===== src/sv/tri_tan_pkg.sv =====
`timescale 1ns / 1ps
`default_nettype none

package tri_tan_pkg;

  // Widths of the external fields.
  localparam int unsigned FIELD_W = 32;

  // Default number format, signed Q16.16.
  localparam int unsigned COORD_BITS_DEF = 32;
  localparam int unsigned FRAC_BITS_DEF  = 16;

  // Operand bits retired per multiplier step.
  localparam int unsigned CHUNK_W = 16;

  // Last product of a triangle: three tangent axes, two products each, after the determinant.
  localparam logic [2:0] LAST_STEP = 3'd7;
  localparam logic [1:0] CORNER_LAST = 2'd2;

  typedef enum logic [2:0] {
    ST_IDLE,
    ST_MUL_LD,
    ST_MUL_RUN,
    ST_ACC,
    ST_DET_CHK,
    ST_DIV_LD,
    ST_DIV_RUN,
    ST_EMIT
  } tt_state_e;

  // Commands from the controller to the datapath.
  typedef struct packed {
    logic       load;
    logic [1:0] corner;
    logic       mul_start;
    logic       mul_step;
    logic       acc_load;
    logic       acc_sub;
    logic [2:0] sel;
    logic       det_save;
    logic       div_start;
    logic       div_step;
    logic       axis_save;
    logic [1:0] axis;
    logic       emit;
  } tt_cmd_t;

  // Status from the datapath to the controller.
  typedef struct packed {
    logic det_zero;
  } tt_stat_t;

endpackage

`default_nettype wire


===== src/sv/tri_tan_ifs.sv =====
`timescale 1ns / 1ps
`default_nettype none

// Vertex channel: one position and one texture coordinate per transfer.
interface tri_tan_vtx_if;
  logic                                      valid;
  logic                                      ready;
  logic signed [tri_tan_pkg::FIELD_W-1:0]    pos_x;
  logic signed [tri_tan_pkg::FIELD_W-1:0]    pos_y;
  logic signed [tri_tan_pkg::FIELD_W-1:0]    pos_z;
  logic signed [tri_tan_pkg::FIELD_W-1:0]    tex_u;
  logic signed [tri_tan_pkg::FIELD_W-1:0]    tex_v;

  modport source (output valid, pos_x, pos_y, pos_z, tex_u, tex_v, input ready);
  modport sink   (input valid, pos_x, pos_y, pos_z, tex_u, tex_v, output ready);
endinterface

// Result channel: one tangent per triangle.
interface tri_tan_res_if;
  logic                                      valid;
  logic                                      ready;
  logic signed [tri_tan_pkg::FIELD_W-1:0]    tangent_x;
  logic signed [tri_tan_pkg::FIELD_W-1:0]    tangent_y;
  logic signed [tri_tan_pkg::FIELD_W-1:0]    tangent_z;
  logic                                      degenerate;

  modport source (output valid, tangent_x, tangent_y, tangent_z, degenerate, input ready);
  modport sink   (input valid, tangent_x, tangent_y, tangent_z, degenerate, output ready);
endinterface

`default_nettype wire


===== src/sv/triangle_tangent_compute_unit.sv =====
// Per-triangle tangent unit, signed fixed point (Q16.16 by default).
// Channel vtx_i takes one vertex per transfer: position and texture coordinate.
// Every three vertices form a triangle; the first two are held, and the third
// starts the computation of one tangent that applies to all three corners.
// Channel res_o gives one transfer per triangle: tangent x, y, z, saturated to
// the coordinate range, and a degenerate flag that is set, with a zero tangent,
// when the texture determinant is zero. A trailing partial triangle gives nothing.
// A shared serial multiplier forms eight products, 16 bits a step, and a
// restoring divider gives one quotient bit a cycle per axis.
// The first two vertices of the next triangle are taken while a triangle is in
// work; its third vertex waits until the unit is idle, so the unit works on
// one triangle at a time.
// If the receiver stalls, the result waits in the output register; the unit
// still takes vertices and finishes the next triangle, then holds it until the
// output register is free. Reset clears the corner count, the sequencer and the
// result valid; held corners are undefined until written.
`timescale 1ns / 1ps
`default_nettype none

module triangle_tangent_compute_unit #(
  parameter int unsigned COORD_BITS = tri_tan_pkg::COORD_BITS_DEF,
  parameter int unsigned FRAC_BITS  = tri_tan_pkg::FRAC_BITS_DEF
) (
  input wire logic       clk_i,
  input wire logic       rst_ni,
  tri_tan_vtx_if.sink    vtx_i,
  tri_tan_res_if.source  res_o
);

  tri_tan_pkg::tt_cmd_t  cmd;
  tri_tan_pkg::tt_stat_t stat;

  tri_tan_ctrl #(
    .COORD_BITS (COORD_BITS)
  ) u_ctrl (
    .clk_i       (clk_i),
    .rst_ni      (rst_ni),
    .in_valid_i  (vtx_i.valid),
    .in_ready_o  (vtx_i.ready),
    .out_valid_o (res_o.valid),
    .out_ready_i (res_o.ready),
    .stat_i      (stat),
    .cmd_o       (cmd)
  );

  tri_tan_datapath #(
    .COORD_BITS (COORD_BITS),
    .FRAC_BITS  (FRAC_BITS)
  ) u_datapath (
    .clk_i        (clk_i),
    .cmd_i        (cmd),
    .stat_o       (stat),
    .pos_x_i      (vtx_i.pos_x),
    .pos_y_i      (vtx_i.pos_y),
    .pos_z_i      (vtx_i.pos_z),
    .tex_u_i      (vtx_i.tex_u),
    .tex_v_i      (vtx_i.tex_v),
    .tangent_x_o  (res_o.tangent_x),
    .tangent_y_o  (res_o.tangent_y),
    .tangent_z_o  (res_o.tangent_z),
    .degenerate_o (res_o.degenerate)
  );

endmodule

`default_nettype wire


===== src/sv/tri_tan_datapath.sv =====
`timescale 1ns / 1ps
`default_nettype none

module tri_tan_datapath #(
  parameter int unsigned COORD_BITS = tri_tan_pkg::COORD_BITS_DEF,
  parameter int unsigned FRAC_BITS  = tri_tan_pkg::FRAC_BITS_DEF
) (
  input  wire logic                                   clk_i,
  input  wire tri_tan_pkg::tt_cmd_t                   cmd_i,
  output      tri_tan_pkg::tt_stat_t                  stat_o,
  input  wire logic [tri_tan_pkg::FIELD_W-1:0]        pos_x_i,
  input  wire logic [tri_tan_pkg::FIELD_W-1:0]        pos_y_i,
  input  wire logic [tri_tan_pkg::FIELD_W-1:0]        pos_z_i,
  input  wire logic [tri_tan_pkg::FIELD_W-1:0]        tex_u_i,
  input  wire logic [tri_tan_pkg::FIELD_W-1:0]        tex_v_i,
  output      logic signed [tri_tan_pkg::FIELD_W-1:0] tangent_x_o,
  output      logic signed [tri_tan_pkg::FIELD_W-1:0] tangent_y_o,
  output      logic signed [tri_tan_pkg::FIELD_W-1:0] tangent_z_o,
  output      logic                                   degenerate_o
);

  localparam int unsigned C   = COORD_BITS;
  localparam int unsigned DW  = C + 1;
  localparam int unsigned CHW = tri_tan_pkg::CHUNK_W;
  localparam int unsigned NCH = (DW + CHW - 1) / CHW;
  localparam int unsigned MBW = NCH * CHW;
  localparam int unsigned PAW = MBW + DW;
  localparam int unsigned PW  = 2 * C + 1;
  localparam int unsigned AW  = 2 * C + 3;
  localparam int unsigned NW  = AW + FRAC_BITS;
  localparam int unsigned FW  = tri_tan_pkg::FIELD_W;

  localparam logic signed [C-1:0] LIM_POS = {1'b0, {(C-1){1'b1}}};
  localparam logic signed [C-1:0] LIM_NEG = {1'b1, {(C-1){1'b0}}};

  // Incoming fields reduced to the coordinate width.
  logic signed [C-1:0] in_px, in_py, in_pz, in_u, in_v;
  logic signed [C-1:0] in_p [3];

  assign in_px = $signed(C'($unsigned(pos_x_i)));
  assign in_py = $signed(C'($unsigned(pos_y_i)));
  assign in_pz = $signed(C'($unsigned(pos_z_i)));
  assign in_u  = $signed(C'($unsigned(tex_u_i)));
  assign in_v  = $signed(C'($unsigned(tex_v_i)));
  assign in_p[0] = in_px;
  assign in_p[1] = in_py;
  assign in_p[2] = in_pz;

  // Held corners and the deltas of the current triangle.
  logic signed [C-1:0]  hp_q [2][3];
  logic signed [C-1:0]  hu_q [2];
  logic signed [C-1:0]  hv_q [2];
  logic signed [DW-1:0] dp1_q [3];
  logic signed [DW-1:0] dp2_q [3];
  logic signed [DW-1:0] du1_q, dv1_q, du2_q, dv2_q;

  always_ff @(posedge clk_i) begin
    if (cmd_i.load && cmd_i.corner != tri_tan_pkg::CORNER_LAST) begin
      for (int k = 0; k < 3; k++) begin
        hp_q[cmd_i.corner[0]][k] <= in_p[k];
      end
      hu_q[cmd_i.corner[0]] <= in_u;
      hv_q[cmd_i.corner[0]] <= in_v;
    end
    if (cmd_i.load && cmd_i.corner == tri_tan_pkg::CORNER_LAST) begin
      for (int k = 0; k < 3; k++) begin
        dp1_q[k] <= DW'(hp_q[1][k]) - DW'(hp_q[0][k]);
        dp2_q[k] <= DW'(in_p[k]) - DW'(hp_q[0][k]);
      end
      du1_q <= DW'(hu_q[1]) - DW'(hu_q[0]);
      dv1_q <= DW'(hv_q[1]) - DW'(hv_q[0]);
      du2_q <= DW'(in_u) - DW'(hu_q[0]);
      dv2_q <= DW'(in_v) - DW'(hv_q[0]);
    end
  end

  // Operand selection for the product in progress.
  logic signed [DW-1:0] op_a, op_b;
  logic [DW-1:0]        mag_a, mag_b;

  always_comb begin
    unique case (cmd_i.sel)
      3'd0:    begin op_a = du1_q;    op_b = dv2_q; end
      3'd1:    begin op_a = dv1_q;    op_b = du2_q; end
      3'd2:    begin op_a = dp1_q[0]; op_b = dv2_q; end
      3'd3:    begin op_a = dp2_q[0]; op_b = dv1_q; end
      3'd4:    begin op_a = dp1_q[1]; op_b = dv2_q; end
      3'd5:    begin op_a = dp2_q[1]; op_b = dv1_q; end
      3'd6:    begin op_a = dp1_q[2]; op_b = dv2_q; end
      default: begin op_a = dp2_q[2]; op_b = dv1_q; end
    endcase
  end

  assign mag_a = op_a[DW-1] ? DW'(-op_a) : DW'(op_a);
  assign mag_b = op_b[DW-1] ? DW'(-op_b) : DW'(op_b);

  // Serial multiplier: one chunk of the second operand per step, top chunk first.
  logic [DW-1:0]      ma_q;
  logic [MBW-1:0]     mb_q;
  logic               msg_q;
  logic [PAW-1:0]     pacc_q;
  logic [DW+CHW-1:0]  pp;

  assign pp = ma_q * mb_q[MBW-1 -: CHW];

  always_ff @(posedge clk_i) begin
    if (cmd_i.mul_start) begin
      ma_q   <= mag_a;
      mb_q   <= MBW'(mag_b);
      msg_q  <= op_a[DW-1] ^ op_b[DW-1];
      pacc_q <= '0;
    end else if (cmd_i.mul_step) begin
      pacc_q <= (pacc_q << CHW) + PAW'(pp);
      mb_q   <= mb_q << CHW;
    end
  end

  // Signed product and the running sum of two products.
  logic [PW-1:0]        pmag;
  logic signed [AW-1:0] pz, psig;
  logic signed [AW-1:0] acc_q;
  logic [AW-1:0]        acc_mag;

  assign pmag    = PW'(pacc_q);
  assign pz      = $signed(AW'(pmag));
  assign psig    = msg_q ? -pz : pz;
  assign acc_mag = acc_q[AW-1] ? AW'(-acc_q) : AW'(acc_q);

  always_ff @(posedge clk_i) begin
    if (cmd_i.acc_load) begin
      acc_q <= psig;
    end else if (cmd_i.acc_sub) begin
      acc_q <= acc_q - psig;
    end
  end

  assign stat_o.det_zero = (acc_q == '0);

  // Determinant held for the three divisions.
  logic [AW-1:0] detm_q;
  logic          dsg_q;
  logic          degen_q;

  always_ff @(posedge clk_i) begin
    if (cmd_i.det_save) begin
      detm_q  <= acc_mag;
      dsg_q   <= acc_q[AW-1];
      degen_q <= (acc_q == '0);
    end
  end

  // Restoring divider, one quotient bit per step; the high part is checked for overflow first.
  logic [NW-1:0] nfull, rem0;
  logic [AW-1:0] rem_q;
  logic [C-1:0]  lown_q;
  logic [C-1:0]  quo_q;
  logic          ovf_q;
  logic          nsg_q;
  logic [AW:0]   rem2;
  logic          ge;

  assign nfull = {acc_mag, {FRAC_BITS{1'b0}}};
  assign rem0  = nfull >> C;
  assign rem2  = {rem_q, lown_q[C-1]};
  assign ge    = (rem2 >= {1'b0, detm_q});

  always_ff @(posedge clk_i) begin
    if (cmd_i.div_start) begin
      rem_q  <= AW'(rem0);
      lown_q <= nfull[C-1:0];
      quo_q  <= '0;
      ovf_q  <= (rem0 >= NW'(detm_q));
      nsg_q  <= acc_q[AW-1];
    end else if (cmd_i.div_step) begin
      rem_q  <= ge ? AW'(rem2 - {1'b0, detm_q}) : AW'(rem2);
      lown_q <= lown_q << 1;
      quo_q  <= {quo_q[C-2:0], ge};
    end
  end

  // Sign and saturation of one tangent axis.
  logic                sat_pos, sat_neg, res_neg;
  logic signed [C-1:0] res;
  logic signed [C-1:0] tan_q [3];

  assign sat_pos = ovf_q | quo_q[C-1];
  assign sat_neg = ovf_q | (quo_q[C-1] & (|quo_q[C-2:0]));
  assign res_neg = nsg_q ^ dsg_q;

  always_comb begin
    if (res_neg) begin
      res = sat_neg ? LIM_NEG : -$signed(quo_q);
    end else begin
      res = sat_pos ? LIM_POS : $signed(quo_q);
    end
  end

  always_ff @(posedge clk_i) begin
    if (cmd_i.axis_save) begin
      tan_q[cmd_i.axis] <= res;
    end
  end

  // Output register of the result channel.
  always_ff @(posedge clk_i) begin
    if (cmd_i.emit) begin
      tangent_x_o  <= degen_q ? '0 : FW'(tan_q[0]);
      tangent_y_o  <= degen_q ? '0 : FW'(tan_q[1]);
      tangent_z_o  <= degen_q ? '0 : FW'(tan_q[2]);
      degenerate_o <= degen_q;
    end
  end

endmodule

`default_nettype wire


===== src/sv/tri_tan_ctrl.sv =====
`timescale 1ns / 1ps
`default_nettype none

module tri_tan_ctrl #(
  parameter int unsigned COORD_BITS = tri_tan_pkg::COORD_BITS_DEF
) (
  input  wire logic                  clk_i,
  input  wire logic                  rst_ni,
  input  wire logic                  in_valid_i,
  output      logic                  in_ready_o,
  output      logic                  out_valid_o,
  input  wire logic                  out_ready_i,
  input  wire tri_tan_pkg::tt_stat_t stat_i,
  output      tri_tan_pkg::tt_cmd_t  cmd_o
);

  localparam int unsigned C    = COORD_BITS;
  localparam int unsigned NCH  = (C + tri_tan_pkg::CHUNK_W) / tri_tan_pkg::CHUNK_W;
  localparam int unsigned CNTW = $clog2(C + NCH + 1);

  tri_tan_pkg::tt_state_e state_q, state_d;
  logic [1:0]      corner_q;
  logic [2:0]      step_q;
  logic [CNTW-1:0] cnt_q;
  logic            out_valid_q;
  logic            in_xfer;
  logic            out_xfer;
  logic            mul_last;
  logic            div_last;

  assign in_ready_o  = (corner_q != tri_tan_pkg::CORNER_LAST) ||
                       (state_q == tri_tan_pkg::ST_IDLE);
  assign in_xfer     = in_valid_i && in_ready_o;
  assign out_valid_o = out_valid_q;
  assign out_xfer    = out_valid_q && out_ready_i;
  assign mul_last    = (cnt_q == CNTW'(NCH - 1));
  // One quotient bit per step until the COORD_BITS-bit quotient is complete, then the axis is saved.
  assign div_last    = (cnt_q == CNTW'(C));

  // Next state.
  always_comb begin
    state_d = state_q;
    unique case (state_q)
      tri_tan_pkg::ST_IDLE: begin
        if (in_xfer && corner_q == tri_tan_pkg::CORNER_LAST) state_d = tri_tan_pkg::ST_MUL_LD;
      end
      tri_tan_pkg::ST_MUL_LD:  state_d = tri_tan_pkg::ST_MUL_RUN;
      tri_tan_pkg::ST_MUL_RUN: begin
        if (mul_last) state_d = tri_tan_pkg::ST_ACC;
      end
      tri_tan_pkg::ST_ACC: begin
        priority if (step_q == 3'd1) state_d = tri_tan_pkg::ST_DET_CHK;
        else if (step_q[0])          state_d = tri_tan_pkg::ST_DIV_LD;
        else                         state_d = tri_tan_pkg::ST_MUL_LD;
      end
      tri_tan_pkg::ST_DET_CHK: begin
        state_d = stat_i.det_zero ? tri_tan_pkg::ST_EMIT : tri_tan_pkg::ST_MUL_LD;
      end
      tri_tan_pkg::ST_DIV_LD:  state_d = tri_tan_pkg::ST_DIV_RUN;
      tri_tan_pkg::ST_DIV_RUN: begin
        if (div_last) begin
          state_d = (step_q == tri_tan_pkg::LAST_STEP) ? tri_tan_pkg::ST_EMIT :
                                                         tri_tan_pkg::ST_MUL_LD;
        end
      end
      tri_tan_pkg::ST_EMIT: begin
        if (!out_valid_q || out_ready_i) state_d = tri_tan_pkg::ST_IDLE;
      end
      default: state_d = tri_tan_pkg::ST_IDLE;
    endcase
  end

  // Datapath commands.
  always_comb begin
    cmd_o        = '0;
    cmd_o.load   = in_xfer;
    cmd_o.corner = corner_q;
    cmd_o.sel    = step_q;
    cmd_o.axis   = step_q[2:1] - 2'd1;
    unique case (state_q)
      tri_tan_pkg::ST_MUL_LD:  cmd_o.mul_start = 1'b1;
      tri_tan_pkg::ST_MUL_RUN: cmd_o.mul_step  = 1'b1;
      tri_tan_pkg::ST_ACC: begin
        cmd_o.acc_load = ~step_q[0];
        cmd_o.acc_sub  = step_q[0];
      end
      tri_tan_pkg::ST_DET_CHK: cmd_o.det_save  = 1'b1;
      tri_tan_pkg::ST_DIV_LD:  cmd_o.div_start = 1'b1;
      tri_tan_pkg::ST_DIV_RUN: begin
        cmd_o.div_step  = ~div_last;
        cmd_o.axis_save = div_last;
      end
      tri_tan_pkg::ST_EMIT:    cmd_o.emit = !out_valid_q || out_ready_i;
      default: ;
    endcase
  end

  // State, corner count, product step and cycle counter.
  always_ff @(posedge clk_i or negedge rst_ni) begin
    if (!rst_ni) begin
      state_q     <= tri_tan_pkg::ST_IDLE;
      corner_q    <= '0;
      step_q      <= '0;
      cnt_q       <= '0;
      out_valid_q <= 1'b0;
    end else begin
      state_q <= state_d;
      if (in_xfer) begin
        corner_q <= (corner_q == tri_tan_pkg::CORNER_LAST) ? 2'd0 : corner_q + 2'd1;
      end
      unique case (state_q)
        tri_tan_pkg::ST_IDLE:    step_q <= '0;
        tri_tan_pkg::ST_ACC:     if (!step_q[0]) step_q <= step_q + 3'd1;
        tri_tan_pkg::ST_DET_CHK: step_q <= 3'd2;
        tri_tan_pkg::ST_DIV_RUN: begin
          if (div_last && step_q != tri_tan_pkg::LAST_STEP) step_q <= step_q + 3'd1;
        end
        default: ;
      endcase
      if (state_q == tri_tan_pkg::ST_MUL_RUN || state_q == tri_tan_pkg::ST_DIV_RUN) begin
        cnt_q <= cnt_q + CNTW'(1);
      end else begin
        cnt_q <= '0;
      end
      if (cmd_o.emit) begin
        out_valid_q <= 1'b1;
      end else if (out_xfer) begin
        out_valid_q <= 1'b0;
      end
    end
  end

  // A result is presented right after the output register is loaded.
  a_emit_valid: assert property (@(posedge clk_i) disable iff (!rst_ni)
    cmd_o.emit |=> out_valid_q) else $error("result not presented after load");

  // A new result only comes from the emit state.
  a_rise_from_emit: assert property (@(posedge clk_i) disable iff (!rst_ni)
    $rose(out_valid_q) |-> $past(state_q == tri_tan_pkg::ST_EMIT))
    else $error("result appeared outside emit");

  // The deltas of a triangle in work are never overwritten by a new third corner.
  a_no_third_busy: assert property (@(posedge clk_i) disable iff (!rst_ni)
    (state_q != tri_tan_pkg::ST_IDLE && corner_q == tri_tan_pkg::CORNER_LAST) |-> !in_ready_o)
    else $error("third corner taken while busy");

  // Divisions only follow the second product of an axis.
  a_div_odd_step: assert property (@(posedge clk_i) disable iff (!rst_ni)
    (state_q == tri_tan_pkg::ST_DIV_RUN) |-> (step_q[0] && step_q != 3'd1))
    else $error("division on a wrong step");

endmodule

`default_nettype wire


===== src/flat_wrapper.sv =====
// flat-port wrapper written by rule: the top's interface ports become plain ports
module triangle_tangent_compute_unit_flat 
#(
  parameter int unsigned COORD_BITS = tri_tan_pkg::COORD_BITS_DEF,
  parameter int unsigned FRAC_BITS  = tri_tan_pkg::FRAC_BITS_DEF
)
  (clk_i, rst_ni, vtx_i_valid, vtx_i_pos_x, vtx_i_pos_y, vtx_i_pos_z, vtx_i_tex_u, vtx_i_tex_v, vtx_i_ready, res_o_valid, res_o_tangent_x, res_o_tangent_y, res_o_tangent_z, res_o_degenerate, res_o_ready);
  tri_tan_vtx_if vtx_i_i ();
  tri_tan_res_if res_o_i ();
  input wire logic clk_i;
  input wire logic rst_ni;
  input wire logic [$bits(vtx_i_i.valid)-1:0] vtx_i_valid;
  input wire logic [$bits(vtx_i_i.pos_x)-1:0] vtx_i_pos_x;
  input wire logic [$bits(vtx_i_i.pos_y)-1:0] vtx_i_pos_y;
  input wire logic [$bits(vtx_i_i.pos_z)-1:0] vtx_i_pos_z;
  input wire logic [$bits(vtx_i_i.tex_u)-1:0] vtx_i_tex_u;
  input wire logic [$bits(vtx_i_i.tex_v)-1:0] vtx_i_tex_v;
  output wire logic [$bits(vtx_i_i.ready)-1:0] vtx_i_ready;
  output wire logic [$bits(res_o_i.valid)-1:0] res_o_valid;
  output wire logic [$bits(res_o_i.tangent_x)-1:0] res_o_tangent_x;
  output wire logic [$bits(res_o_i.tangent_y)-1:0] res_o_tangent_y;
  output wire logic [$bits(res_o_i.tangent_z)-1:0] res_o_tangent_z;
  output wire logic [$bits(res_o_i.degenerate)-1:0] res_o_degenerate;
  input wire logic [$bits(res_o_i.ready)-1:0] res_o_ready;
  assign vtx_i_i.valid = vtx_i_valid;
  assign vtx_i_i.pos_x = vtx_i_pos_x;
  assign vtx_i_i.pos_y = vtx_i_pos_y;
  assign vtx_i_i.pos_z = vtx_i_pos_z;
  assign vtx_i_i.tex_u = vtx_i_tex_u;
  assign vtx_i_i.tex_v = vtx_i_tex_v;
  assign vtx_i_ready = vtx_i_i.ready;
  assign res_o_valid = res_o_i.valid;
  assign res_o_tangent_x = res_o_i.tangent_x;
  assign res_o_tangent_y = res_o_i.tangent_y;
  assign res_o_tangent_z = res_o_i.tangent_z;
  assign res_o_degenerate = res_o_i.degenerate;
  assign res_o_i.ready = res_o_ready;
  triangle_tangent_compute_unit #(.COORD_BITS(COORD_BITS), .FRAC_BITS(FRAC_BITS)) u_core (.clk_i(clk_i), .rst_ni(rst_ni), .vtx_i(vtx_i_i), .res_o(res_o_i));
endmodule

===== config.mk =====
export PLATFORM = sky130hd
export DESIGN_NAME = triangle_tangent_compute_unit_flat
export DESIGN_NICKNAME = d
export VERILOG_FILES = /design/src/sv/tri_tan_pkg.sv /design/src/sv/tri_tan_ifs.sv /design/src/sv/triangle_tangent_compute_unit.sv /design/src/sv/tri_tan_datapath.sv /design/src/sv/tri_tan_ctrl.sv /design/src/flat_wrapper.sv
export SDC_FILE = /design/constraint.sdc
export NUM_CORES = 2
export LEC_CHECK = 0
export ABC_AREA = 1
export BUFFER_PORTS_ARGS = -buffer_cell sky130_fd_sc_hd__buf_2
export CAP_MARGIN = 10
export CELL_PAD_IN_SITES_DETAIL_PLACEMENT = 0
export CELL_PAD_IN_SITES_GLOBAL_PLACEMENT = 1
export CORE_ASPECT_RATIO = 0.6
export CORE_UTILIZATION = 25
export CTS_CLUSTER_DIAMETER = 100
export DETAILED_ROUTE_END_ITERATION = 8
export PLACE_DENSITY = 0.58
export SLEW_MARGIN = 20
export SYNTH_ARGS = -nofsm -noshare
export SYNTH_HDL_FRONTEND = slang
export SYNTH_SLANG_ARGS = --single-unit

===== constraint.sdc =====
create_clock -name clk_i -period 48.9 [get_ports clk_i]
set_clock_uncertainty 0.05 [all_clocks]
set_input_delay 9.78 -clock clk_i [delete_from_list [all_inputs] [get_ports clk_i]]
set_output_delay 9.78 -clock clk_i [all_outputs]
set_load 0.005 [all_outputs]

==> metrics.cfg <==
[timing]
rsz0062_at_grt = no
setup_viol = 0
fin_crit_ps = 13580
tightest_slew_ps = 1370
fin_tns_setup_ps = 0
maxSlewViolCount = 0
slew_headroom_pct = 8.52
fmax_ghz = 0.0737
period_share_pct = 27.8
hold_viol = 0

[floorplanning]
io_pins = 263
start_util_pct = 25.2
die_area_mm2 = 0.412
die_w_um = 828
die_h_um = 497
fp-row-count = 181
core_area_mm2 = 0.406

[place]
dp_hpwl_um = 373000
io_buffers = 262
gp_congestion = 1.01

[synthesis]
async_reset_ff_share_pct = 1.19
synth_cells = 13000
postSynthAreaPerCell_um2 = 7.86
synth.cell_area_mm2 = 0.102
synth_seq_cells = 1258
synth-edff-count = 1115
yosys_warnings = 0
ys_types = 67
synth_ff_type = edfxtp_1
synth_fp_nets = 14300
ys_seq_area_share_pct = 35.6

[final_layout]
area_growth_pct = 12.5
drive_gt1_share_pct = 5.52
layout_commonest_cell = nand2_1
final_cell_mix = nand2_1, inv_1, nor2_1, edfxtp_1, a21oi_1
num-nets-final = 14500

[setup_path]
r2r_cells = 23
cpMostUsedCell = buf_4
arrival_ps = 14060
crit_chain = buf_2 > inv_1 > nor4_2 > buf_12 > buf_4 > buf_4 > buf_4
crit_type = in -> reg
worstPathRequired_ps = 49380
worst_path_largest_cell_delay_ps = 810
critPathLaunchType = input pin
crit_path_top_delay_cell = buf_4
cp_max_fo = 156
critPathCaptureType = register

[global_routing]
grt_pass1_vias = 82800
gr-total-overflow = 0
grt_pass1_wl_um = 629000
track_usage_pct = 21.1
grt_max_degree = 157
antenna_found_initial = 31

[detailed_routing]
wl_per_cell_um = 23.9
wl_um = 448000
drt-initial-drc-count = 11700
via_per_inst = 4.82
vias = 90500
drc = 0
dr.pass1.iters = 5
ant_nets = 0

[clocking]
clk_path_buf_depth = 4
cts_max_level = 4
clock_sinks = 1258
cts_tree = done
clock-root-buffer = clkbuf_16
holdBufCountCts = 0
insertion_delay_ps = 930
cts_setup_buffers = 0
cts.clk_slew.worst_paths_ps = 60
cts_resized = 0
cts_buffers = 157

[power_and_ir_drop]
sequentialPowerShare_pct = 39.2
finalPower_mw = 3.28
switching_share_pct = 33.4
irDropWorstVdd_v = 0.0000243
clock_power_share_pct = 36.7
powerDensity_mw_per_mm2 = 28.5
power_switching_mw = 1.10
comb_power_share_pct = 24.1
p_leak_nw = 51.8
p_int_mw = 2.18

[hold_path]
min_path_cells = 1
hp-class = reg -> reg

[run_status]
outcome = completed

[flow_run]
cap_violations = 0

## stage by stage
stage	cells	worst slack [ps]	area, um2	hold WS (ps)	util [%]
finish	18800	35320	115000	417	28.3
detailed placement	18500	34370	110000	407	27.1
CTS	18800	35310	115000	417	28.3
global placement	18500	34410	110000	406	27.1
global route	18800	35010	115000	437	28.3
floorplan	13000	6490	102000	374	-
## cells by family (layout without fill, tap and decap cells)
kind of cell,count (synthesis),after routing,share of synthesized area [%]
AND/OR/NAND/NOR,5545,5545,22.3
AO/OA/AOI/OAI,1860,1860,10.2
flip-flops,1258,1258,35.6
other,0,7,0
adder cells (fa/ha/maj),1132,1132,17.4
multiplexers,1,1,0.0110
buffers and inverters,2697,3037,10.1
XOR/XNOR,520,520,4.45
## final timing paths
kind / slack [ps] / startpoint / endpoint
worst max register to register: 40910 / u_core.u_datapath.ma_q[17]$_DFFE_PN_ / u_core.u_datapath.pacc_q[49]$_SDFFE_PN0P_
worst min register to register: 420 / u_core.u_ctrl.cnt_q[0]$_DFF_PN0_ / u_core.u_ctrl.cnt_q[0]$_DFF_PN0_
min in group asynchronous: 8860 / rst_ni / u_core.u_ctrl.step_q[1]$_DFFE_PN0P_
worst min-delay path: 420 / u_core.u_ctrl.cnt_q[0]$_DFF_PN0_ / u_core.u_ctrl.cnt_q[0]$_DFF_PN0_
worst max-delay path: 35320 / vtx_i_valid / u_core.u_datapath.dv2_q[21]$_DFFE_PP_
max in group asynchronous: 39440 / rst_ni / u_core.u_ctrl.corner_q[0]$_DFFE_PN0P_
## final cells by class
| cell class | count | area [um2] |
|---|---|---|
| Antenna cell | 7 | 17.5 |
| Clock buffer | 191 | 4070 |
| Clock inverter | 80 | 880 |
| Fill cell | 44400 | 291000 |
| Inverter | 2390 | 8980 |
| Multi-Input combinational cell | 9058 | 55700 |
| Sequential cell | 1258 | 36400 |
| Tap cell | 5398 | 6750 |
| Timing Repair Buffer | 376 | 2190 |
## layer usage
metal,vias up,wire (um),global-route usage (%)
met5,-,299,0
met4,18,4370,2.28
met3,271,61300,8.94
met2,3920,132000,21.4
met1,43900,250000,37.6
li1,42400,-,-
## power by group through the flow
stage                     registers (mW)  clock network (mW)  logic [mW]
after global placement              1.31                   0       0.776
after CTS                           1.28                1.23       0.775
final                               1.29                1.20       0.792
after global routing                1.29                1.26       0.864
after floorplan                     1.32                   0       0.491
after detailed placement            1.31                   0       0.769
## Yosys cell counts, types with 10 or more instances
master	count	area share [%]
nand3b_1	23	0.17
buf_1	13	0.048
o21ai_0	649	3.2
nand4_1	160	0.98
nand3_1	522	2.6
o21bai_1	78	0.57
fa_1	477	9.3
nand2_1	3097	11
buf_2	30	0.15
or2_2	41	0.25
inv_1	2376	8.7
o2111ai_1	17	0.15
buf_6	16	0.18
nor3_1	197	0.96
a21o_1	63	0.46
ha_1	655	8.0
xor2_1	373	3.2
a21oi_1	777	3.8
o22ai_1	20	0.12
dfxtp_1	128	2.5
edfxtp_1	1115	33
a31oi_1	24	0.15
o21a_1	58	0.43
nor2_2	25	0.15
o31ai_1	14	0.10
o211ai_1	40	0.29
xnor2_1	147	1.3
a221oi_1	22	0.19
a21boi_0	31	0.23
nor4_1	63	0.39
inv_2	10	0.037
nor2_1	1364	5.0
a211oi_1	12	0.088
and2_1	10	0.061
dfrtp_1	15	0.37
clkbuf_1	241	0.88
o221ai_1	23	0.20
o21ai_1	15	0.073
## critical path: cells and delay by family
kind	cells	cell delay [ps]
buffers and inverters	6	3280
and+or+nand+nor	1	720
## sequential cells by signal, indices dropped and copies added, names as in the netlist, 48 cells and up
register                  count
u_core.u_datapath.hv_q       64
u_core.u_datapath.mb_q       48
u_core.u_datapath.pacc_q     65
u_core.u_datapath.detm_q     67
u_core.u_datapath.tan_q      96
u_core.u_datapath.hu_q       64
u_core.u_datapath.acc_q      67
u_core.u_datapath.hp_q      192
u_core.u_datapath.rem_q      67
u_core.u_datapath.dp1_q      99
u_core.u_datapath.dp2_q      99
(Power assumes the default switching activity.)
